`src/sv/bssc_pkg.sv`:
```
// ----------------------------------------------------------------------------
// bssc_pkg
// Shared types, opcodes and sizes for the bit-set list store.
// ----------------------------------------------------------------------------
package bssc_pkg;

   localparam int SET_BITS = 64;
   localparam int MAX_SETS = 16;

   localparam int SET_W   = 64;
   localparam int OP_W    = 3;
   localparam int OUT_CNT_W = 5;

   localparam int ADDR_W = (MAX_SETS > 1) ? $clog2(MAX_SETS) : 1;
   localparam int CNT_W  = $clog2(MAX_SETS + 1);

   localparam logic [SET_W-1:0] ELEM_MASK =
      (SET_BITS >= SET_W) ? {SET_W{1'b1}} : ((SET_W'(1) << SET_BITS) - SET_W'(1));

   localparam logic [OP_W-1:0] OP_FLUSH          = 3'd0;
   localparam logic [OP_W-1:0] OP_PUSH           = 3'd1;
   localparam logic [OP_W-1:0] OP_FIND_EQUAL     = 3'd2;
   localparam logic [OP_W-1:0] OP_FIND_SUPER     = 3'd3;
   localparam logic [OP_W-1:0] OP_PUSH_UNCOVERED = 3'd4;

   typedef struct packed {
      logic [OP_W-1:0]  opcode;
      logic [SET_W-1:0] query_set;
   } req_type;

   typedef struct packed {
      logic                 found;
      logic                 full_error;
      logic [OUT_CNT_W-1:0] set_count;
   } rsp_type;

endpackage

```
`src/sv/bssc_ram.sv`:
```
// ----------------------------------------------------------------------------
// bssc_ram
// Generic single-port-write, single-port-read RAM with registered read data.
// ----------------------------------------------------------------------------
module bssc_ram #(
   parameter int WIDTH = 64,
   parameter int DEPTH = 16
) (
   input  logic                                     clock,
   input  logic                                     wr_en,
   input  logic [((DEPTH > 1) ? $clog2(DEPTH) : 1)-1:0] wr_addr,
   input  logic [WIDTH-1:0]                         wr_data,
   input  logic                                     rd_en,
   input  logic [((DEPTH > 1) ? $clog2(DEPTH) : 1)-1:0] rd_addr,
   output logic [WIDTH-1:0]                         rd_data
);

   logic [WIDTH-1:0] mem_ff [DEPTH];
   logic [WIDTH-1:0] rd_data_ff;

   always_ff @(posedge clock) begin
      if (wr_en) begin
         mem_ff[wr_addr] <= wr_data;
      end
      if (rd_en) begin
         rd_data_ff <= mem_ff[rd_addr];
      end
   end

   assign rd_data = rd_data_ff;

endmodule

```
`src/sv/bitset_list_subset_store_unit.sv`:
```
// ----------------------------------------------------------------------------
// bitset_list_subset_store_unit
// List of bit sets with push, flush, equal search, covering-set search and push of uncovered sets.
//
//   channel | direction | handshake             | payload
//   req     | in        | req_valid / req_stall | bssc_pkg::req_type
//   rsp     | out       | rsp_valid / rsp_stall | bssc_pkg::rsp_type
//
// Flush, push and unused opcodes, and searches of an empty list, answer without
// a scan; searches read the stored sets from the RAM one at a time and stop
// early on the first hit.
// Reset clears the count; the set RAM needs no clearing.
// One item at a time; a held result stalls the next item only until taken.
// ----------------------------------------------------------------------------
module bitset_list_subset_store_unit (
   input  logic              clock,
   input  logic              reset,
   input  logic              req_valid,
   output logic              req_stall,
   input  bssc_pkg::req_type req_data,
   output logic              rsp_valid,
   input  logic              rsp_stall,
   output bssc_pkg::rsp_type rsp_data
);

   localparam logic ST_IDLE = 1'b0;
   localparam logic ST_SCAN = 1'b1;

   logic                           state_ff, state_in;
   logic [bssc_pkg::ADDR_W-1:0]    cur_ff, cur_in;
   logic [bssc_pkg::CNT_W-1:0]     count_ff, count_in;
   logic [bssc_pkg::OP_W-1:0]      op_ff;
   logic [bssc_pkg::SET_W-1:0]     query_ff;
   logic                           rsp_valid_ff, rsp_valid_in;
   bssc_pkg::rsp_type              rsp_ff, rsp_in;

   logic                           req_accept;
   logic                           rsp_free;
   logic                           produce;
   logic                           found;
   logic                           full_err;
   logic                           is_full;
   logic                           hit;
   logic                           last;
   logic [bssc_pkg::SET_W-1:0]     q_masked;

   logic                           mem_we;
   logic [bssc_pkg::ADDR_W-1:0]    mem_waddr;
   logic [bssc_pkg::SET_W-1:0]     mem_wdata;
   logic                           mem_re;
   logic [bssc_pkg::ADDR_W-1:0]    mem_raddr;
   logic [bssc_pkg::SET_W-1:0]     mem_rdata;

   bssc_ram #(
      .WIDTH (bssc_pkg::SET_W),
      .DEPTH (bssc_pkg::MAX_SETS)
   ) u_set_ram (
      .clock   (clock),
      .wr_en   (mem_we),
      .wr_addr (mem_waddr),
      .wr_data (mem_wdata),
      .rd_en   (mem_re),
      .rd_addr (mem_raddr),
      .rd_data (mem_rdata)
   );

   assign rsp_free   = !rsp_valid_ff || !rsp_stall;
   assign req_stall  = (state_ff != ST_IDLE) || !rsp_free;
   assign req_accept = req_valid && !req_stall;
   assign q_masked   = req_data.query_set & bssc_pkg::ELEM_MASK;
   assign is_full    = (count_ff == bssc_pkg::CNT_W'(bssc_pkg::MAX_SETS));
   assign last       = ((bssc_pkg::CNT_W'(cur_ff) + bssc_pkg::CNT_W'(1)) == count_ff);
   assign hit        = (op_ff == bssc_pkg::OP_FIND_EQUAL) ? (mem_rdata == query_ff) :
                       ((mem_rdata & query_ff) == query_ff);

   always_comb begin
      state_in  = state_ff;
      cur_in    = cur_ff;
      count_in  = count_ff;
      produce   = 1'b0;
      found     = 1'b0;
      full_err  = 1'b0;
      mem_we    = 1'b0;
      mem_waddr = bssc_pkg::ADDR_W'(count_ff);
      mem_wdata = (state_ff == ST_SCAN) ? query_ff : q_masked;
      mem_re    = 1'b0;
      mem_raddr = '0;

      if (state_ff == ST_IDLE) begin
         if (req_accept) begin
            produce = 1'b1;
            unique case (req_data.opcode) inside
               bssc_pkg::OP_FLUSH: begin
                  count_in = '0;
               end
               bssc_pkg::OP_PUSH: begin
                  if (is_full) begin
                     full_err = 1'b1;
                  end else begin
                     mem_we   = 1'b1;
                     count_in = count_ff + bssc_pkg::CNT_W'(1);
                  end
               end
               bssc_pkg::OP_FIND_EQUAL, bssc_pkg::OP_FIND_SUPER,
               bssc_pkg::OP_PUSH_UNCOVERED: begin
                  if (count_ff == '0) begin
                     if (req_data.opcode == bssc_pkg::OP_PUSH_UNCOVERED) begin
                        mem_we   = 1'b1;
                        count_in = count_ff + bssc_pkg::CNT_W'(1);
                     end
                  end else begin
                     produce   = 1'b0;
                     mem_re    = 1'b1;
                     mem_raddr = '0;
                     cur_in    = '0;
                     state_in  = ST_SCAN;
                  end
               end
               default: begin
               end
            endcase
         end
      end else begin
         if (hit) begin
            produce  = 1'b1;
            found    = 1'b1;
            state_in = ST_IDLE;
         end else if (last) begin
            produce  = 1'b1;
            state_in = ST_IDLE;
            if (op_ff == bssc_pkg::OP_PUSH_UNCOVERED) begin
               if (is_full) begin
                  full_err = 1'b1;
               end else begin
                  mem_we   = 1'b1;
                  count_in = count_ff + bssc_pkg::CNT_W'(1);
               end
            end
         end else begin
            mem_re    = 1'b1;
            mem_raddr = cur_ff + bssc_pkg::ADDR_W'(1);
            cur_in    = cur_ff + bssc_pkg::ADDR_W'(1);
         end
      end

      rsp_in.found      = found;
      rsp_in.full_error = full_err;
      rsp_in.set_count  = bssc_pkg::OUT_CNT_W'(count_in);
      rsp_valid_in      = produce || (rsp_valid_ff && rsp_stall);
   end

   always_ff @(posedge clock) begin
      if (reset) begin
         state_ff     <= ST_IDLE;
         cur_ff       <= '0;
         count_ff     <= '0;
         rsp_valid_ff <= 1'b0;
      end else begin
         state_ff     <= state_in;
         cur_ff       <= cur_in;
         count_ff     <= count_in;
         rsp_valid_ff <= rsp_valid_in;
      end
   end

   always_ff @(posedge clock) begin
      if (req_accept) begin
         op_ff    <= req_data.opcode;
         query_ff <= q_masked;
      end
      if (produce) begin
         rsp_ff <= rsp_in;
      end
   end

   assign rsp_valid = rsp_valid_ff;
   assign rsp_data  = rsp_ff;

`ifndef SYNTHESIS
   a_count_bound: assert property (@(posedge clock) disable iff (reset)
      count_ff <= bssc_pkg::CNT_W'(bssc_pkg::MAX_SETS))
      else $error("stored count exceeds capacity");

   a_scan_no_rsp: assert property (@(posedge clock) disable iff (reset)
      (state_ff == ST_SCAN) |-> !rsp_valid_ff)
      else $error("result pending during a scan");

   a_scan_in_range: assert property (@(posedge clock) disable iff (reset)
      (state_ff == ST_SCAN) |-> (bssc_pkg::CNT_W'(cur_ff) < count_ff))
      else $error("scan beyond stored sets");

   a_write_at_tail: assert property (@(posedge clock) disable iff (reset)
      mem_we |=> (count_ff == $past(count_ff) + bssc_pkg::CNT_W'(1)))
      else $error("write did not advance count");

   a_scan_ends_rsp: assert property (@(posedge clock) disable iff (reset)
      ((state_ff == ST_SCAN) && (state_in == ST_IDLE)) |=> rsp_valid_ff)
      else $error("scan ended without a result");
`endif

endmodule
```
`config.mk`:
```
export PLATFORM = sky130hd
export DESIGN_NAME = bitset_list_subset_store_unit
export DESIGN_NICKNAME = d
export VERILOG_FILES = /design/src/sv/bssc_pkg.sv /design/src/sv/bssc_ram.sv /design/src/sv/bitset_list_subset_store_unit.sv
export SDC_FILE = /design/constraint.sdc
export NUM_CORES = 1
export LEC_CHECK = 0
export BUFFER_PORTS_ARGS = -buffer_cell sky130_fd_sc_hd__clkbuf_2
export CAP_MARGIN = 5
export CORE_MARGIN = 5
export CORE_UTILIZATION = 56
export CTS_BUF_LIST = sky130_fd_sc_hd__clkbuf_4 sky130_fd_sc_hd__clkbuf_8
export DETAILED_ROUTE_END_ITERATION = 8
export PLACE_DENSITY = 0.68
export SLEW_MARGIN = 20
export SYNTH_ARGS = -nofsm -noshare
export SYNTH_HDL_FRONTEND = slang
export SYNTH_SLANG_ARGS = --single-unit
```
`constraint.sdc`:
```
create_clock -name clock -period 18.6 [get_ports clock]
set_clock_uncertainty 0.2 [all_clocks]
set_input_delay 5.58 -clock clock [delete_from_list [all_inputs] [get_ports clock]]
set_output_delay 5.58 -clock clock [all_outputs]
set_load 0.01 [all_outputs]
```
* Word level (Yosys, flattened, before mapping)
Memory sizes are Yosys's and may differ from the RTL's. A register that Yosys moved wholly into a read port is not among the register bits.
Index checks and enable logic that the tools add are counted.
** Word-level totals
- Register bits after elaboration :: 85
- Input port bits :: 71
- Memories kept :: 1
- Word-level logic and storage cells :: 93
- Bits in writable memories :: 1024
** Cells by class
- Equal/unequal tests :: 13
- Bitwise logic cells :: 1
- Muxes and demuxes :: 51
- Reduce and logical (&&, ||, !) cells :: 15
- $add $sub $neg :: 3
** Memories
- u_set_ram.mem_ff :: words 16, bits a word 64, read ports 1, clocked after Yosys merged registers in 1, write ports 1, RTL line bssc_ram.sv:18 : logic [WIDTH-1:0] mem_ff [DEPTH];
** Operator list (count)
- $eq A64 B64 Y1 :: 2
- $and A64 B64 Y64 :: 1
- $mux W64 :: 1
- $mux W5 :: 8
- $mux W4 :: 9
- $mux W1 :: 31
- $pmux W5 S3 :: 1
- $eq A3 B2 Y1 const B :: 3
- $eq A3 B3 Y1 const B :: 2
- $ne A2 B2 Y1 const B :: 3
- $add A4 B1 Y5 const B :: 1
- $add A5 B1 Y5 const B :: 1
- $eq A5 B5 Y1 :: 1
- $eq A5 B5 Y1 const B :: 1
- $logic_not A5 Y1 :: 1
- $reduce_and A5 Y1 :: 1
- $add A4 B1 Y4 const B :: 1
- $logic_not A1 Y1 :: 4
- $reduce_bool A2 Y1 :: 2
- $eq A3 B1 Y1 const B :: 1
- $logic_not A3 Y1 :: 1
- $logic_or A1 B1 Y1 :: 3
- $reduce_or A3 Y1 :: 1
- $logic_and A1 B1 Y1 :: 2
- $pmux W1 S2 :: 1

* Depth between registers and ports, before layout
- Depth in word-level cells :: 10
- Gate-level depth with buffers :: 14
- Depth with buffers taken out :: 10

* Modules after synthesis
Synthesis repeated with hierarchy kept, for this count alone.
** Unflattened totals
- Cell total of the unflattened synthesis :: 2081
- Area total of the unflattened synthesis :: 45225.9 sq um
** Modules (own cells, without submodules)
- bssc_ram :: instances 1, sequential area each 32671.3 sq um, area each 40222.3 sq um, cells each 1647
- bitset_list_subset_store_unit :: instances 1, sequential area each 2442.3 sq um, area each 5003.5 sq um, cells each 434

* Least setup slack after synthesis
OpenSTA, ideal clock, no wires.
- Path kind :: input-to-reg
- From :: input req_data[66] in the netlist's numbering
- To :: memory u_set_ram.mem_ff[2][0] (enable)
- Stages :: 7
- Setup slack :: 6.930 ns
- Arrival time :: 10.905 ns
- Data required time :: 17.835 ns
- Cell sequence :: clkbuf_1 > nor3b_1 > o21a_1 > and2_1 > a21o_1 > nand2_1 > nor3_1
** On the way
- Cells in the longest elaborated chain, start to end :: 8
- Elaborated cells between the ends (all ways) :: 12
- Classes of those cells :: 4 x eq/ne; 7 x mux; 1 x reduce/logical
** Ends and longest elaborated chain
- start, declared :: RTL line bitset_list_subset_store_unit.sv:20 : input bssc_pkg::req_type req_data,
- $eq A3 B3 Y1 :: RTL line bitset_list_subset_store_unit.sv:107 : if (req_data.opcode == bssc_pkg::OP_PUSH_UNCOVERED) begin
- $mux W1 :: RTL line bitset_list_subset_store_unit.sv:107
- $mux W1 :: RTL line bitset_list_subset_store_unit.sv:106 : if (count_ff == '0) begin
- $pmux W1 S2 (*) :: RTL line bitset_list_subset_store_unit.sv:92 : unique case (req_data.opcode) inside
- $mux W1 (*) :: RTL line bitset_list_subset_store_unit.sv:90 : if (req_accept) begin
- $mux W1 (*) :: RTL line bitset_list_subset_store_unit.sv:89 : if (state_ff == ST_IDLE) begin
- $mux W1 (*) :: RTL line bssc_ram.sv:22 : if (wr_en) begin
- $mux W1 (implied by the code) (*) :: RTL line bssc_ram.sv:23 : mem_ff[wr_addr] <= wr_data;
- end, declared :: RTL line bssc_ram.sv:18
Every way passes the cells marked *; elsewhere a longest branch is shown, timed or not.

* Final worst setup path
- From :: input rsp_stall
- To :: output req_stall
** On the way
- Cells in the longest elaborated chain, start to end :: 4
** Ends and longest elaborated chain
- start, declared :: RTL line bitset_list_subset_store_unit.sv:22 : input logic rsp_stall,
- $logic_not A1 Y1 :: RTL line bitset_list_subset_store_unit.sv:67 : assign rsp_free = !rsp_valid_ff || !rsp_stall;
- $logic_or A1 B1 Y1 :: RTL line bitset_list_subset_store_unit.sv:67
- $logic_not A1 Y1 :: RTL line bitset_list_subset_store_unit.sv:68 : assign req_stall = (state_ff != ST_IDLE) || !rsp_free;
- $logic_or A1 B1 Y1 :: RTL line bitset_list_subset_store_unit.sv:68
- end, declared :: RTL line bitset_list_subset_store_unit.sv:19 : output logic req_stall,
No other way between the ends.

==> flow_summary.toml <==
[route]
wl_per_cell_um = 28.7
drt_iter0_drc = 3778
routed_wl_mm = 131
drc = 0
ant_nets = 0
vias = 30100
drtPass1Iterations = 6
routed_via_density = 6.60

[power_and_ir_drop]
power_density_mw_per_mm2 = 99.7
peakVddDrop_v = 0.0000692
p_leak_nw = 16.4

[clocking]
postCtsResizedCells = 0
cts_buffers = 184
clk_pin_slew_worst_paths_ns = 0.05
cts_sinks = 1173
root_buffer = "clkbuf_8"
cts_setup_buffers = 0
clk_latency_ns = 0.86
cts_buffer_depth = 3
h-tree-depth = 4
hold_buffers = 0
tritoncts = "done"

[floorplanning]
die_w_um = 302
core.rowCount = 107
dieHeight_um = 302
io_pins = 80
start_util = 0.562
core_area_mm2 = 0.0849
die-area_mm2 = 0.0911

[finish]
nets = 3352
multi_input_area_mm2 = 0.0117
area_delta_synth_final_pct = 10.6
fill_cells = 6262
drive_above_1_share = 0.173
ff_latch_area_mm2 = 0.0351
final_area_mm2 = 0.0528

[setup_path]
cp_data_arrival_time_ns = 6.03
path_max_fanout = 2
worst-endpoint-required_ns = 12.82
worstSetupPathType = "input port to output pin"
start_kind = "input port"
end_kind = "output pin"

[placed_design]
portBuffers = 79
dp_slack_ns = 6.78
place_area_mm2 = 0.0492
place_hpwl_mm = 70.0
gp_congestion = 0.885

[global_route]
grt_overflow = 0
grt_pass1_vias = 29400
antenna_found_initial = 3
grt_max_degree = 155
grt_use_total = 0.285
grt_pass1_wl_mm = 192

[synthesis]
synth_flop_cell = "edfxtp_1"
synth_nets = 3273
yosysUniqueCellTypes = 57
yosys_warnings = 0
synth_area_per_cell_um2 = 14.9
syn_inst = 3197
ys_seq_elements = 1173
ys_seq_area_frac = 0.736
async_flop_share = 0
netlist_area_mm2 = 0.0477
synth_edf_count = 1162

[hold_path]
min_path_type = "flop to flop"

[sta]
fin_tns_setup_ns = 0
finalMaxSlewViolations = 0
min_period_over_period = 0.635
finalWorstSetupSlack_ns = 6.79
relSlewSlack = 0.226
tightest_slew_ns = 1.16
rsz0062_at_grt = "no"
fmax_mhz = 84.7
hold_violations = 0
fin_crit_ns = 11.81
setup_violations = 0

[status]
status = "complete, no violations"

[run]
maxCapViolCount = 0
## stage by stage
step	util	hold slack (ns)	power, W	cells
floorplan	-	0.265	0.00311	3197
global placement	0.580	0.283	0.00319	4234
detailed placement	0.580	0.287	0.00319	4234
CTS	0.621	0.298	0.00529	4561
global route	0.622	0.336	0.00543	4563
finish	0.622	0.301	0.00526	4563
## worst max-delay path, cell delays in order
cell and delay (ns):
clkbuf_2 0.09, a21oi_1 0.17, inv_1 0.06, clkbuf_2 0.13
## where the power goes
part / switching [W] / internal [W]
clock network: 0.00100 / 0.00112
registers: 0.0000232 / 0.00295
logic: 0.000124 / 0.0000473
total: 0.00115 / 0.00411
## state kept, by name, summed over array words and instances (netlist names)
signal	cells
u_set_ram.mem_ff	1024
count_ff	5
state_ff	1
u_set_ram.rd_data	64
query_ff	64
rsp_valid	1
op_ff	3
rsp_data	7
cur_ff	4
## Yosys cell counts, types with 7 or more instances
| cell type | number | area [um2] |
|---|---|---|
| nand3_1 | 259 | 1300 |
| o2111ai_1 | 18 | 158 |
| o21ai_0 | 194 | 971 |
| nor2b_1 | 174 | 1090 |
| buf_1 | 29 | 109 |
| a21oi_1 | 78 | 390 |
| dfxtp_1 | 11 | 220 |
| clkbuf_1 | 157 | 589 |
| nor2_1 | 31 | 116 |
| nor4_1 | 11 | 68.8 |
| a211oi_1 | 256 | 1920 |
| inv_1 | 25 | 93.8 |
| buf_2 | 52 | 260 |
| a2111oi_2 | 9 | 135 |
| nor3_1 | 7 | 35.0 |
| a2111oi_0 | 54 | 473 |
| edfxtp_1 | 1162 | 34900 |
| mux2_2 | 131 | 1480 |
| nand2_1 | 271 | 1020 |
| a2111o_1 | 14 | 158 |
| a311o_1 | 126 | 1260 |
| nand2b_1 | 59 | 369 |
## logic make-up after synthesis
family / synth area share
adders and majority gates: 0.00131
xor gates and xnor gates: 0.00163
and+or+nand+nor: 0.0880
DFF: 0.736
buffers and inverters: 0.0235
AOI/OAI and AO/OA: 0.118
muxes: 0.0318
## layout by cell type, fill, tap and decap left out, types with 79 or more instances in the layout
cell | Yosys | final
edfxtp_1 | 1162 | 1162
nand2_1 | 271 | 271
nand3_1 | 259 | 258
mux2_2 | 131 | 131
clkbuf_8 | 0 | 185
nor2b_1 | 174 | 174
clkbuf_2 | 0 | 79
a211oi_1 | 256 | 256
o21ai_0 | 194 | 194
a311o_1 | 126 | 126
## layer usage
layer	GRT usage	share of wire	vias to the layer above
li1	-	-	12800
met5	0	0.00021	-
met4	0.113	0.040	4
met1	0.402	0.39	15100
met3	0.0560	0.10	313
met2	0.447	0.47	1855
## path summary, 6_finish.rpt
kind                startpoint                    end  slack (ns)  cells past startpoint
setup / recovery     rsp_stall              req_stall        6.79                      4
setup reg to reg  query_ff[34]  u_set_ram.rd_data[18]       11.75                     11
hold reg to reg      cur_ff[1]              cur_ff[1]        0.30                      2
hold / removal       cur_ff[1]              cur_ff[1]        0.30                      2
## final cells by class
class,count,area share
well taps,1144,0.0271
clock buffers,241,0.0562
multi-input cells,1753,0.222
flip-flops and latches,1173,0.666
repair buffers,139,0.0163
clock inverters,86,0.0112
inverters,25,0.00183
diodes,2,0.0000949
No activity file was read; power rests on OpenSTA's default activity.
